===== src/design/touch_coordinate_smoother_defines.svh =====
// ----------------------------------------------------------------------------
// touch coordinate smoother assertion macros
// shared property wrappers for the concurrent checks of the smoother
// ----------------------------------------------------------------------------
`ifndef TOUCH_COORDINATE_SMOOTHER_DEFINES_SVH
`define TOUCH_COORDINATE_SMOOTHER_DEFINES_SVH

// same-cycle implication, disabled in reset
`define TCS_ASSERT_NOW(LABEL, CLK, RST, ANTE, CONS) \
  LABEL: assert property (@(posedge CLK) disable iff (RST) (ANTE) |-> (CONS)) \
    else $error("touch smoother check failed");

// next-cycle implication, disabled in reset
`define TCS_ASSERT_NEXT(LABEL, CLK, RST, ANTE, CONS) \
  LABEL: assert property (@(posedge CLK) disable iff (RST) (ANTE) |=> (CONS)) \
    else $error("touch smoother check failed");

`endif


===== src/design/tcs_pkg.sv =====
// ----------------------------------------------------------------------------
// tcs_pkg
// shared constants and types of the touch coordinate smoother
// ----------------------------------------------------------------------------
package tcs_pkg;

  localparam int SCREEN_WIDTH  = 320;
  localparam int SCREEN_HEIGHT = 240;

  localparam int RAW_W   = 12;
  localparam int MS_W    = 16;
  localparam int ALPHA_W = 9;
  localparam int SX_W    = 9;
  localparam int SY_W    = 8;
  localparam int FILT_W  = 25;  // signed q16.8
  localparam int POS_W   = 17;  // signed integer part
  localparam int CFG_IDX_W  = 3;
  localparam int CFG_DATA_W = 16;

  localparam int POS_MIN = -65536;
  localparam int POS_MAX = 65535;
  localparam int ALPHA_ONE = 256;

  localparam int SIZE_MAX = (SCREEN_WIDTH > SCREEN_HEIGHT) ? SCREEN_WIDTH : SCREEN_HEIGHT;
  localparam int SZ_W  = $clog2(SIZE_MAX + 1);
  // magnitude of (raw - min) * size
  localparam int NUM_W = $clog2(4095 * SIZE_MAX + 1);
  localparam int DEN_W = RAW_W;
  localparam int CNT_W = $clog2(NUM_W + 1);

  // register indexes
  localparam logic [CFG_IDX_W-1:0] CFG_PRESSURE_THRESHOLD = 3'd0;
  localparam logic [CFG_IDX_W-1:0] CFG_IDLE_RESET_MS      = 3'd1;
  localparam logic [CFG_IDX_W-1:0] CFG_X_CAL_MIN          = 3'd2;
  localparam logic [CFG_IDX_W-1:0] CFG_X_CAL_MAX          = 3'd3;
  localparam logic [CFG_IDX_W-1:0] CFG_Y_CAL_MIN          = 3'd4;
  localparam logic [CFG_IDX_W-1:0] CFG_Y_CAL_MAX          = 3'd5;
  localparam logic [CFG_IDX_W-1:0] CFG_SMOOTHING_ALPHA    = 3'd6;

  typedef struct packed {
    logic busy;
    logic done;
  } div_stat_t;

endpackage


===== src/design/tcs_div.sv =====
// ----------------------------------------------------------------------------
// tcs_div
// unsigned restoring divider, one quotient bit per cycle
// ----------------------------------------------------------------------------
module tcs_div (
  input  logic                       clk,
  input  logic                       rst,
  input  logic                       start,
  input  logic [tcs_pkg::NUM_W-1:0]  dividend,
  input  logic [tcs_pkg::DEN_W-1:0]  divisor,
  output tcs_pkg::div_stat_t         stat,
  output logic [tcs_pkg::NUM_W-1:0]  quotient
);

  localparam int NW = tcs_pkg::NUM_W;
  localparam int DW = tcs_pkg::DEN_W;
  localparam int CW = tcs_pkg::CNT_W;

  logic [DW-1:0] rem;
  logic [NW-1:0] quo;
  logic [DW-1:0] dvs;
  logic [CW-1:0] cnt;
  logic          busy;
  logic          done;
  logic [DW:0]   shifted;
  logic [DW:0]   trial;
  logic          sub_ok;

  assign shifted = {rem, quo[NW-1]};
  assign trial   = shifted - {1'b0, dvs};
  assign sub_ok  = (shifted >= {1'b0, dvs});

  always_ff @(posedge clk) begin
    if (rst) begin
      busy <= 1'b0;
      done <= 1'b0;
      cnt  <= '0;
    end else begin
      done <= 1'b0;
      if (start) begin
        busy <= 1'b1;
        cnt  <= CW'(NW);
      end else if (busy) begin
        cnt <= cnt - 1'b1;
        if (cnt == CW'(1)) begin
          busy <= 1'b0;
          done <= 1'b1;
        end
      end
    end
  end

  always_ff @(posedge clk) begin
    if (start) begin
      rem <= '0;
      quo <= dividend;
      dvs <= divisor;
    end else if (busy) begin
      rem <= sub_ok ? trial[DW-1:0] : shifted[DW-1:0];
      quo <= {quo[NW-2:0], sub_ok};
    end
  end

  assign stat.busy = busy;
  assign stat.done = done;
  assign quotient  = quo;

endmodule


===== src/design/touch_coordinate_smoother.sv =====
// ----------------------------------------------------------------------------
// touch_coordinate_smoother
// a sample that is not a touch goes from the request straight to the done step
// a touch at 320x240 runs two axis passes, screen x then screen y, each of
//   (setup, 21-step shared divider and its done, skipped on a zero span, map, multiply, update)
//   then the done step and the output register load
// throughput: one request at a time; next request taken once the result is loaded
// reset: synchronous, registers to defaults, filters zero, idle time saturated
// ----------------------------------------------------------------------------
`include "touch_coordinate_smoother_defines.svh"

module touch_coordinate_smoother (
  input  logic                            clk,
  input  logic                            rst,
  // sample requests
  input  logic                            in_valid,
  output logic                            in_ready,
  input  logic                            read_ok,
  input  logic [tcs_pkg::RAW_W-1:0]       raw_x,
  input  logic [tcs_pkg::RAW_W-1:0]       raw_y,
  input  logic [tcs_pkg::RAW_W-1:0]       raw_pressure,
  input  logic [tcs_pkg::MS_W-1:0]        elapsed_ms,
  // result requests
  output logic                            out_valid,
  input  logic                            out_ready,
  output logic                            is_touched,
  output logic [tcs_pkg::SX_W-1:0]        screen_x,
  output logic [tcs_pkg::SY_W-1:0]        screen_y,
  // register writes
  input  logic                            cfg_valid,
  output logic                            cfg_ready,
  input  logic [tcs_pkg::CFG_IDX_W-1:0]   cfg_index,
  input  logic [tcs_pkg::CFG_DATA_W-1:0]  cfg_data
);

  localparam int RW  = tcs_pkg::RAW_W;
  localparam int MSW = tcs_pkg::MS_W;
  localparam int AW  = tcs_pkg::ALPHA_W;
  localparam int FW  = tcs_pkg::FILT_W;
  localparam int PW  = tcs_pkg::POS_W;
  localparam int SZW = tcs_pkg::SZ_W;
  localparam int NW  = tcs_pkg::NUM_W;
  localparam int QW  = NW + 1;
  // mapped value before saturation, wide enough for the q16.8 integer range
  localparam int MW  = (NW + 2 > PW + 1) ? NW + 2 : PW + 1;
  localparam int DW  = FW + 1;
  localparam int PRW = DW + AW + 1;

  // sequencer states
  typedef enum logic [6:0] {
    S_IDLE  = 7'b0000001,
    S_SETUP = 7'b0000010,
    S_DIV   = 7'b0000100,
    S_MAP   = 7'b0001000,
    S_MUL   = 7'b0010000,
    S_UPD   = 7'b0100000,
    S_DONE  = 7'b1000000
  } state_t;

  state_t state;
  state_t state_next;

  // configuration registers
  logic [RW-1:0]  pressure_threshold;
  logic [MSW-1:0] idle_reset_ms;
  logic [RW-1:0]  x_cal_min;
  logic [RW-1:0]  x_cal_max;
  logic [RW-1:0]  y_cal_min;
  logic [RW-1:0]  y_cal_max;
  logic [AW-1:0]  smoothing_alpha;

  // filter state
  logic signed [FW-1:0] filter_x;
  logic signed [FW-1:0] filter_y;
  logic [MSW-1:0]       idle_ms;

  // captured request and working registers
  logic [RW-1:0]         samp_x;
  logic [RW-1:0]         samp_y;
  logic                  touched;
  logic                  seed;
  logic                  axis;     // 0 works on screen x, 1 on screen y
  logic                  neg;
  logic signed [QW-1:0]  q_reg;
  logic signed [FW-1:0]  base;
  logic signed [DW-1:0]  delta;
  logic signed [PRW-1:0] prod;

  // ---- request side --------------------------------------------------------
  logic            in_fire;
  logic            touched_now;
  logic [MSW:0]    idle_sum;
  logic [MSW-1:0]  idle_sat;

  assign in_ready    = (state == S_IDLE);
  assign in_fire     = in_valid && in_ready;
  assign touched_now = read_ok && (raw_pressure > pressure_threshold);
  assign idle_sum    = {1'b0, idle_ms} + {1'b0, elapsed_ms};
  // idle time saturates at all ones
  assign idle_sat    = idle_sum[MSW] ? '1 : idle_sum[MSW-1:0];

  assign cfg_ready = 1'b1;

  // ---- axis selection: swapped axes, raw y drives screen x -----------------
  logic [RW-1:0]         raw_sel;
  logic [RW-1:0]         lo_sel;
  logic [RW-1:0]         hi_sel;
  logic [SZW-1:0]        size_sel;
  logic [SZW-1:0]        size_m1;
  logic signed [RW:0]    diff;
  logic signed [RW:0]    den;
  logic [RW:0]           diff_abs;
  logic [RW:0]           den_abs;
  logic [RW+SZW-1:0]     num_full;
  logic                  div_start;

  assign raw_sel  = axis ? samp_x : samp_y;
  assign lo_sel   = axis ? y_cal_min : x_cal_min;
  assign hi_sel   = axis ? y_cal_max : x_cal_max;
  assign size_sel = axis ? SZW'(tcs_pkg::SCREEN_HEIGHT) : SZW'(tcs_pkg::SCREEN_WIDTH);
  assign size_m1  = size_sel - 1'b1;

  assign diff     = $signed({1'b0, raw_sel}) - $signed({1'b0, lo_sel});
  assign den      = $signed({1'b0, hi_sel}) - $signed({1'b0, lo_sel});
  assign diff_abs = diff[RW] ? -diff : diff;
  assign den_abs  = den[RW] ? -den : den;
  // span offset times screen size, always a small constant multiply
  assign num_full = diff_abs[RW-1:0] * size_sel;

  // zero span skips the divider and maps to zero quotient
  assign div_start = (state == S_SETUP) && (den != '0);

  tcs_pkg::div_stat_t  div_stat;
  logic [NW-1:0]       div_quo;

  tcs_div u_div (
    .clk      (clk),
    .rst      (rst),
    .start    (div_start),
    .dividend (num_full[NW-1:0]),
    .divisor  (den_abs[RW-1:0]),
    .stat     (div_stat),
    .quotient (div_quo)
  );

  logic signed [QW-1:0] q_ext;
  assign q_ext = $signed({1'b0, div_quo});

  // ---- map, mirror and saturate to the q16.8 integer range -----------------
  logic signed [MW-1:0] m_full;
  logic signed [MW-1:0] m_lo;
  logic signed [MW-1:0] m_hi;
  logic signed [PW-1:0] m_sat;
  logic signed [FW-1:0] big_m;
  logic signed [FW-1:0] f_sel;
  logic signed [FW-1:0] base_next;
  logic signed [DW-1:0] delta_next;

  assign m_lo   = MW'(tcs_pkg::POS_MIN);
  assign m_hi   = MW'(tcs_pkg::POS_MAX);
  assign m_full = $signed({{(MW-SZW){1'b0}}, size_m1}) - {{(MW-QW){q_reg[QW-1]}}, q_reg};

  always_comb begin
    if (m_full < m_lo) begin
      m_sat = m_lo[PW-1:0];
    end else if (m_full > m_hi) begin
      m_sat = m_hi[PW-1:0];
    end else begin
      m_sat = m_full[PW-1:0];
    end
  end

  assign big_m     = {m_sat, 8'd0};
  assign f_sel     = axis ? filter_y : filter_x;
  // seeding puts the new position straight into the filter
  assign base_next = seed ? big_m : f_sel;
  // f*(256-a) + m*256*a over 256 equals f + floor((m*256 - f)*a / 256)
  assign delta_next = {big_m[FW-1], big_m} - {base_next[FW-1], base_next};

  logic [AW-1:0]        a_sat;
  logic signed [FW-1:0] f_new;

  assign a_sat = (smoothing_alpha > AW'(tcs_pkg::ALPHA_ONE)) ? AW'(tcs_pkg::ALPHA_ONE)
                                                            : smoothing_alpha;
  // arithmetic shift drops the fraction, i.e. floor
  assign f_new = base + prod[FW+7:8];

  // ---- output clamp --------------------------------------------------------
  logic signed [PW-1:0] vx;
  logic signed [PW-1:0] vy;
  logic signed [PW-1:0] x_max;
  logic signed [PW-1:0] y_max;
  logic signed [PW-1:0] cx;
  logic signed [PW-1:0] cy;

  assign vx    = filter_x[FW-1:8];
  assign vy    = filter_y[FW-1:8];
  assign x_max = PW'(tcs_pkg::SCREEN_WIDTH - 1);
  assign y_max = PW'(tcs_pkg::SCREEN_HEIGHT - 1);

  always_comb begin
    if (vx < 0) begin
      cx = '0;
    end else if (vx > x_max) begin
      cx = x_max;
    end else begin
      cx = vx;
    end
    if (vy < 0) begin
      cy = '0;
    end else if (vy > y_max) begin
      cy = y_max;
    end else begin
      cy = vy;
    end
  end

  logic out_load;
  assign out_load = (state == S_DONE) && (!out_valid || out_ready);

  // ---- sequencer -----------------------------------------------------------
  always_comb begin
    state_next = state;
    case (state)
      S_IDLE: begin
        if (in_fire) begin
          state_next = touched_now ? S_SETUP : S_DONE;
        end
      end
      S_SETUP: begin
        state_next = (den != '0) ? S_DIV : S_MAP;
      end
      S_DIV: begin
        if (div_stat.done) begin
          state_next = S_MAP;
        end
      end
      S_MAP: begin
        state_next = S_MUL;
      end
      S_MUL: begin
        state_next = S_UPD;
      end
      S_UPD: begin
        state_next = axis ? S_DONE : S_SETUP;
      end
      S_DONE: begin
        if (out_load) begin
          state_next = S_IDLE;
        end
      end
      default: begin
        state_next = S_IDLE;
      end
    endcase
  end

  // control and filter state
  always_ff @(posedge clk) begin
    if (rst) begin
      state              <= S_IDLE;
      axis               <= 1'b0;
      out_valid          <= 1'b0;
      idle_ms            <= '1;
      filter_x           <= '0;
      filter_y           <= '0;
      pressure_threshold <= RW'(400);
      idle_reset_ms      <= MSW'(200);
      x_cal_min          <= RW'(300);
      x_cal_max          <= RW'(3800);
      y_cal_min          <= RW'(300);
      y_cal_max          <= RW'(3800);
      smoothing_alpha    <= AW'(77);
    end else begin
      state <= state_next;

      if (cfg_valid && cfg_ready) begin
        case (cfg_index)
          tcs_pkg::CFG_PRESSURE_THRESHOLD: pressure_threshold <= cfg_data[RW-1:0];
          tcs_pkg::CFG_IDLE_RESET_MS:      idle_reset_ms      <= cfg_data[MSW-1:0];
          tcs_pkg::CFG_X_CAL_MIN:          x_cal_min          <= cfg_data[RW-1:0];
          tcs_pkg::CFG_X_CAL_MAX:          x_cal_max          <= cfg_data[RW-1:0];
          tcs_pkg::CFG_Y_CAL_MIN:          y_cal_min          <= cfg_data[RW-1:0];
          tcs_pkg::CFG_Y_CAL_MAX:          y_cal_max          <= cfg_data[RW-1:0];
          tcs_pkg::CFG_SMOOTHING_ALPHA:    smoothing_alpha    <= cfg_data[AW-1:0];
          default: begin
          end
        endcase
      end

      if (in_fire) begin
        axis    <= 1'b0;
        // an accepted touch restarts the idle time
        idle_ms <= touched_now ? '0 : idle_sat;
      end

      if (state == S_UPD) begin
        if (axis) begin
          filter_y <= f_new;
        end else begin
          filter_x <= f_new;
        end
        axis <= ~axis;
      end

      if (out_load) begin
        out_valid <= 1'b1;
      end else if (out_ready) begin
        out_valid <= 1'b0;
      end
    end
  end

  // payload registers
  always_ff @(posedge clk) begin
    if (in_fire) begin
      samp_x  <= raw_x;
      samp_y  <= raw_y;
      touched <= touched_now;
      seed    <= (idle_sat > idle_reset_ms);
    end
    if (state == S_SETUP) begin
      neg <= diff[RW] ^ den[RW];
      if (den == '0) begin
        q_reg <= '0;
      end
    end
    if ((state == S_DIV) && div_stat.done) begin
      q_reg <= neg ? -q_ext : q_ext;
    end
    if (state == S_MAP) begin
      base  <= base_next;
      delta <= delta_next;
    end
    if (state == S_MUL) begin
      prod <= delta * $signed({1'b0, a_sat});
    end
    if (out_load) begin
      is_touched <= touched;
      screen_x   <= touched ? cx[tcs_pkg::SX_W-1:0] : '0;
      screen_y   <= touched ? cy[tcs_pkg::SY_W-1:0] : '0;
    end
  end

  // ---- checks --------------------------------------------------------------
  // divider finishes only while the sequencer waits on it
  `TCS_ASSERT_NOW(a_div_done_in_wait, clk, rst, div_stat.done, state == S_DIV)
  // a touch clears the idle time on the next cycle
  `TCS_ASSERT_NEXT(a_touch_clears_idle, clk, rst, in_fire && touched_now, idle_ms == '0)
  // a taken result with nothing new behind it empties the output register
  `TCS_ASSERT_NEXT(a_out_drains, clk, rst, out_valid && out_ready && (state != S_DONE),
                   !out_valid)

endmodule


===== config.mk =====
export PLATFORM = sky130hd
export DESIGN_NAME = touch_coordinate_smoother
export DESIGN_NICKNAME = d
export VERILOG_FILES = /design/src/design/tcs_pkg.sv /design/src/design/tcs_div.sv /design/src/design/touch_coordinate_smoother.sv
export VERILOG_INCLUDE_DIRS = /design/src /design/src/design
export SDC_FILE = /design/constraint.sdc
export NUM_CORES = 2
export LEC_CHECK = 0
export ABC_AREA = 1
export BUFFER_PORTS_ARGS = -buffer_cell sky130_fd_sc_hd__buf_2
export CAP_MARGIN = 25
export CORE_ASPECT_RATIO = 0.5
export CORE_MARGIN = 1
export CORE_UTILIZATION = 55
export DETAILED_ROUTE_END_ITERATION = 6
export PLACE_DENSITY = 0.75
export SETUP_SLACK_MARGIN = 0.4
export SLEW_MARGIN = 15
export SYNTH_ARGS = -nofsm -noshare
export SYNTH_HDL_FRONTEND = slang
export SYNTH_HIERARCHICAL = 1
export SYNTH_SLANG_ARGS = --single-unit
export TNS_END_PERCENT = 100

===== constraint.sdc =====
create_clock -name clk -period 7.4 [get_ports clk]
set_clock_uncertainty 0.15 [all_clocks]
set_input_delay 0.37 -clock clk [delete_from_list [all_inputs] [get_ports clk]]
set_output_delay 0.37 -clock clk [all_outputs]
set_load 0.02 [all_outputs]

==> Word-level counts from Yosys, hierarchy flattened <==
Index checks and enable logic that the tools add are counted.
{ "word_totals": {"regBits": 363, "inputBits": 77, "output_inout_bits": 21, "wordCells": 150} }
{ "op_classes": {"addsub": 12, "n_mul": 2, "magnitude_cmp": 10, "eq_ne": 17, "mux": 39, "n_bitwise": 4, "reduce_logical": 32} }
{ "ops": {"columns": ["operator", "n"], "rows": [
  ["22-bit two-way mux", 4],
  ["12-bit two-way mux", 6],
  ["25-bit two-way mux", 2],
  ["7-bit case mux with 7 select lines", 1],
  ["21-bit two-way mux", 2],
  ["7-bit two-way mux", 5],
  ["17-bit by 1-bit less-than comparator with 1-bit output, second input constant", 2],
  ["17-bit two-way mux", 2],
  ["26-bit by 10-bit multiplier with 33-bit output", 1],
  ["16-bit two-way mux", 2],
  ["9-bit two-way mux", 3],
  ["12-bit by 12-bit subtractor with 13-bit output", 2],
  ["25-bit by 25-bit subtractor with 26-bit output", 1],
  ["25-bit adder", 1],
  ["12-bit negator", 2],
  ["23-bit by 17-bit greater-than comparator with 1-bit output, second input constant", 1],
  ["23-bit by 17-bit less-than comparator with 1-bit output, second input constant", 1],
  ["10-bit by 22-bit subtractor with 23-bit output", 1],
  ["21-bit negator with 22-bit output", 1],
  ["12-bit by 9-bit multiplier with 21-bit output", 1],
  ["2-bit AND reduction", 10],
  ["16-bit by 16-bit adder with 17-bit output", 1],
  ["17-bit by 10-bit greater-than comparator with 1-bit output, second input constant", 1],
  ["17-bit by 9-bit greater-than comparator with 1-bit output, second input constant", 1],
  ["other kinds (36)", 62]
]} }

==> Logic depth before layout (Yosys ltp) <==
{ "logic_depth": {"word_depth": 8, "depth_mapped": 42, "depth_no_buf": 39} }

==> Cells and area by module <==
The synthesis kept the hierarchy.
{ "modules_own_cells": {"columns": ["module", "instances", "cells_per_inst", "area_each_um2", "seq_area_each_um2"], "rows": [
  ["touch_coordinate_smoother", 1, 3772, 28327.2, 7467.2],
  ["tcs_div", 1, 383, 3004.1, 1371.3]
]} }

==> Worst setup path after synthesis <==
OpenSTA, ideal clock, no wires.
{ "synth_timing": {"kind": "reg-to-reg", "startpoint": "register axis", "endpoint": "register u_div.quo[20] (netlist: u_div/quotient[20]), data pin", "setup_ns": 0.253, "arrival_ns": 6.609, "required_ns": 6.997, "setup_slack_ns": 0.389, "path_stages_with_launch": 36, "path_buffers": 4, "period_less_slack_ns": 7.011, "path_cell_list": "dfxtp_1 buf_6 buf_6 clkbuf_1 buf_1 mux2i_1 ha_1 inv_1 fa_1 nand3_1 nand2_1 nand3_1 and3_1 inv_2 or2_2 xor2_1 nor2_1 ha_1 inv_1 fa_1 fa_1 inv_1 ha_1 ha_1 fa_1 nand3_1 nand3_1 a21oi_1 o21ai_0 nand2_1 inv_1 o21ai_0 nand2_1 xor2_1 nand2_1 nand2_1"} }
{ "synth_between": {"elab_chain_len": 6, "elab_cells_between_ends": 12, "cone_classes": "add/sub: 3; mul: 1; mux: 6; reduce/logical: 2"} }
{ "synth_rtl": {"columns": ["element", "line_no", "text"], "rows": [
  ["start, declared", "touch_coordinate_smoother.sv:82", "logic axis;"],
  ["start signal, assigned", "touch_coordinate_smoother.sv:303", "axis <= ~axis;"],
  ["12-bit two-way mux (on tied branches)", "touch_coordinate_smoother.sv:117, touch_coordinate_smoother.sv:118", null],
  ["12-bit by 12-bit subtractor with 13-bit output", "touch_coordinate_smoother.sv:123", "assign diff = $signed({1'b0, raw_sel}) - $signed({1'b0, lo_sel});"],
  ["12-bit negator", "touch_coordinate_smoother.sv:125", "assign diff_abs = diff[RW] ? -diff : diff;"],
  ["12-bit two-way mux", "touch_coordinate_smoother.sv:125", null],
  ["12-bit by 9-bit multiplier with 21-bit output *", "touch_coordinate_smoother.sv:128", "assign num_full = diff_abs[RW-1:0] * size_sel;"],
  ["named net num_full[20]", "touch_coordinate_smoother.sv:114", "logic [RW+SZW-1:0] num_full;"],
  ["21-bit two-way mux *", "tcs_div.sv:54", "if (start) begin"],
  ["end signal, assigned", "tcs_div.sv:56", "quo <= dividend;"],
  ["end signal, assigned", "tcs_div.sv:60", "quo <= {quo[NW-2:0], sub_ok};"],
  ["end, declared", "tcs_div.sv:20", "logic [NW-1:0] quo;"]
]} }
The timed path passes the listed nets; every way through them passes the cells marked *.
A chain may end at the register's enable or synchronous reset.

==> Worst setup path after layout <==
Same ends and word-level chain as after synthesis.

==> run summary <==
The flow ran to the end, and the final reports show no timing, DRC or antenna violations. The number of DRC markers after the initial detailed-route iteration is approximately 2400. between 90 and 100 I/O pins were placed. The launch instance of the worst register-to-register path is axis$_SDFFE_PP0P_. The tree is rooted in a sky130_fd_sc_hd__clkbuf_16.

The number of warnings printed during yosys synthesis is 6. The slowest stage of the critical path is the sky130_fd_sc_hd__fa_1 cell. The initial core utilization came out at 0.5607. Summing over every cut layer, the via total after detailed routing is 27350. The floorplan has between 60 and 70 rows. The number of buffers and inverters on the critical path came out at 6.

Setup repair after global routing left no endpoint under its margin. At the placement stage, the worst setup path has a slack of around 0.46 ns. The sum of routed wire length over all layers came out at roughly 84 mm. The maximum count of clock buffers along a single path came out at 3.

In the final layout, flip-flops and latches occupy about 8800 sq um. For the worst-skew pair, the clock arrives at the later sink with an insertion delay of between 0.5 and 0.6 ns. The number of nets in the final layout came out at around 4800. The number of slew-limit violations in the final report is 0.

The setup TNS after final layout is 0 ns. The relative max-transition margin is 0.3628. The worst-case IR drop observed on VDD is approximately 0.22 mV. The measured slew at the worst slew-check pin is about 0.95 ns. The overall fraction of global-route tracks in use is 0.2883. After global routing the overflow that remains totals 0. The endpoint identified for the worst register-to-register timing path is u_div/quotient[20]$_DFFE_PP_.

The average detailed-routed wire length per instance came out at 16.64 um. The growth of design area from synthesis to finish came out at 8.892%. The count of maximum capacitance violations is 0. The endpoint kind of the worst setup timing path is a register. The footprint of the multi-input gates is roughly 19000 sq um. The count of final setup violators is 0. The average instance area after synthesis came out at ~7.5 sq um. In this run the cell area of the synthesized design comes to 31320 sq um. Based on the critical path, the design can be clocked at up to roughly 0.15 GHz. The die is approximately 170 um tall. The core region area came out at approximately 56000 sq um. The initial antenna violation count is 3. The static leakage is ~0.017 uW. Clock tree synthesis inserted a total of 37 buffers. The count of fill cells added during filler insertion came out at approximately 5000. In the final layout, the share of cells above drive strength 1 is 0.07186. The H-tree depth reported by CTS is 2. The largest stage delay on the critical path came out at about 0.53 ns. The total power density per cell area is 252.9 nW/um^2. The width of the die is around 340 um.

The wire length of the first global-routing pass is 134.1 mm. The maximum fanout along the worst path came out at 12. The number of cells on the worst reg-to-reg path is 31.

The die area came out at 57970 sq um. The capture point of the worst path is u_div/quotient[20]$_DFFE_PP_. Entering global routing, the biggest net connects a little under 90 pins. Summing all placed instances gives a cell area of 32440 sq um. The residual DRC count came out at 0. The min-delay analysis places its worst path in the category in -> reg. The largest delay contributor family on the critical path is adder cells. The start point of the critical path is axis$_SDFFE_PP0P_. On the final layout, the worst hold slack is 0.03859 ns. In the post-route analysis, the smallest setup slack over all paths is about 0.86 ns. The number of global-route vias before repair is about 26000. The TritonCTS clock tree is built. The final critical delay including setup and external delays came out at about 6.5 ns. The detailed placer's ending HPWL is 65.19 mm. The synthesized instance count came out at around 4200. The clock transition at the register clock pins on the worst setup and hold paths after CTS came out at about 0.060 ns.

Dividing the final minimum period by the clock period gives 0.8833. The worst setup path is of the reg -> reg kind. The count of input and output buffers came out at 96. The iteration count of the initial detailed-routing pass came out at 6. The worst-case register-to-register setup slack is 0.86 ns. The final instance area came out at ~34000 sq um.

STA puts the critical path data required time at roughly 7.6 ns. The worst setup path is launched from a register. The path length in cells of the critical path came out at 31.

The sink count of the clock tree came out at approximately 350. The number of vias per cell came out at between 5 and 6. The data arrival at the endpoint of the critical path is approximately 6.7 ns.

Routability-driven placement finished with a final weighted congestion of roughly 0.95. The residual antenna-violating net count after detailed routing is 0. The number of hold-slack violations in the final timing report is 0.
layer usage:
metal  global-route usage  part of all wire
met5                    0                 0
met4              0.09283             0.031
met3              0.04178             0.068
met2               0.4642              0.45
met1               0.4012              0.45
layout make-up:
cell class / instances / share of cell area
Tap cell: 756 / 0.02773
Clock inverter: 18 / 0.005209
Clock buffer: 50 / 0.03037
Inverter: 785 / 0.08657
Timing Repair Buffer: 157 / 0.03129
Sequential cell: 354 / 0.2592
Antenna cell: 3 / 0.0002201
Multi-Input combinational cell: 2908 / 0.5594
worst min-delay path, delay by kind of cell:
kind | cells | cell delay, ns
buffers and inverters | 1 | 0.17
and+or+nand+nor | 2 | 0.15
where the power goes:
part | total [uW] | switching (uW) | internal [uW]
logic | 4390 | 2740 | 1650
registers | 2340 | 63.1 | 2280
clock network | 1900 | 858 | 1040
total | 8630 | 3660 | 4970
how the worst min path moves through the flow:
stage                                         start                         to  slack [ns]  cells after the start
after floorplan           x_cal_max[1]$_SDFFE_PP0P_  x_cal_max[1]$_SDFFE_PP0P_        0.27                      2
after global placement    x_cal_max[1]$_SDFFE_PP0P_  x_cal_max[1]$_SDFFE_PP0P_        0.29                      2
after detailed placement  x_cal_max[5]$_SDFFE_PP0P_  x_cal_max[5]$_SDFFE_PP0P_        0.30                      2
after CTS                               cfg_data[9]  y_cal_max[9]$_SDFFE_PP1P_       0.001                      3
after global routing                    cfg_data[9]  x_cal_min[9]$_SDFFE_PP0P_        0.02                      3
final                                   cfg_data[9]  y_cal_max[9]$_SDFFE_PP1P_        0.04                      3
per-stage QoR:
step | util | instances | total power [uW]
global route | 0.6105 | 5031 | 9371
CTS | 0.6076 | 5018 | 8630
floorplan | - | 4158 | 5701
detailed placement | 0.5807 | 4921 | 6684
finish | 0.6105 | 5031 | 8627
global placement | 0.5805 | 4920 | 6612
cells in the final DEF (no fill, tap or decap), drive strengths merged, types with 7 or more instances in the layout:
cell type,instances
a21boi,8
a21o,13
a21oi,223
a31oi,25
buf,126
clkbuf,51
clkinv,16
dfxtp,179
dlygate4sd3,30
edfxtp,175
fa,206
ha,252
inv,784
mux2i,12
nand2,1019
nand3,200
nand3b,13
nand4,58
nor2,377
nor3,45
nor4,13
o211ai,32
o21a,7
o21ai,214
o21bai,13
o22ai,7
o31ai,7
or2,22
xnor2,33
xor2,76
timing repair:
| action | 4_1_cts | 5_1_grt |
|---|---|---|
| resized for setup | 0 | 9 |
| buffers inserted | 0 | 6 |
| endpoints found under the setup margin | 0 | 5 |
| hold buffers | 29 | 1 |
| endpoints found under the hold margin | 30 | 1 |
Power figures use the tool's default switching activity.
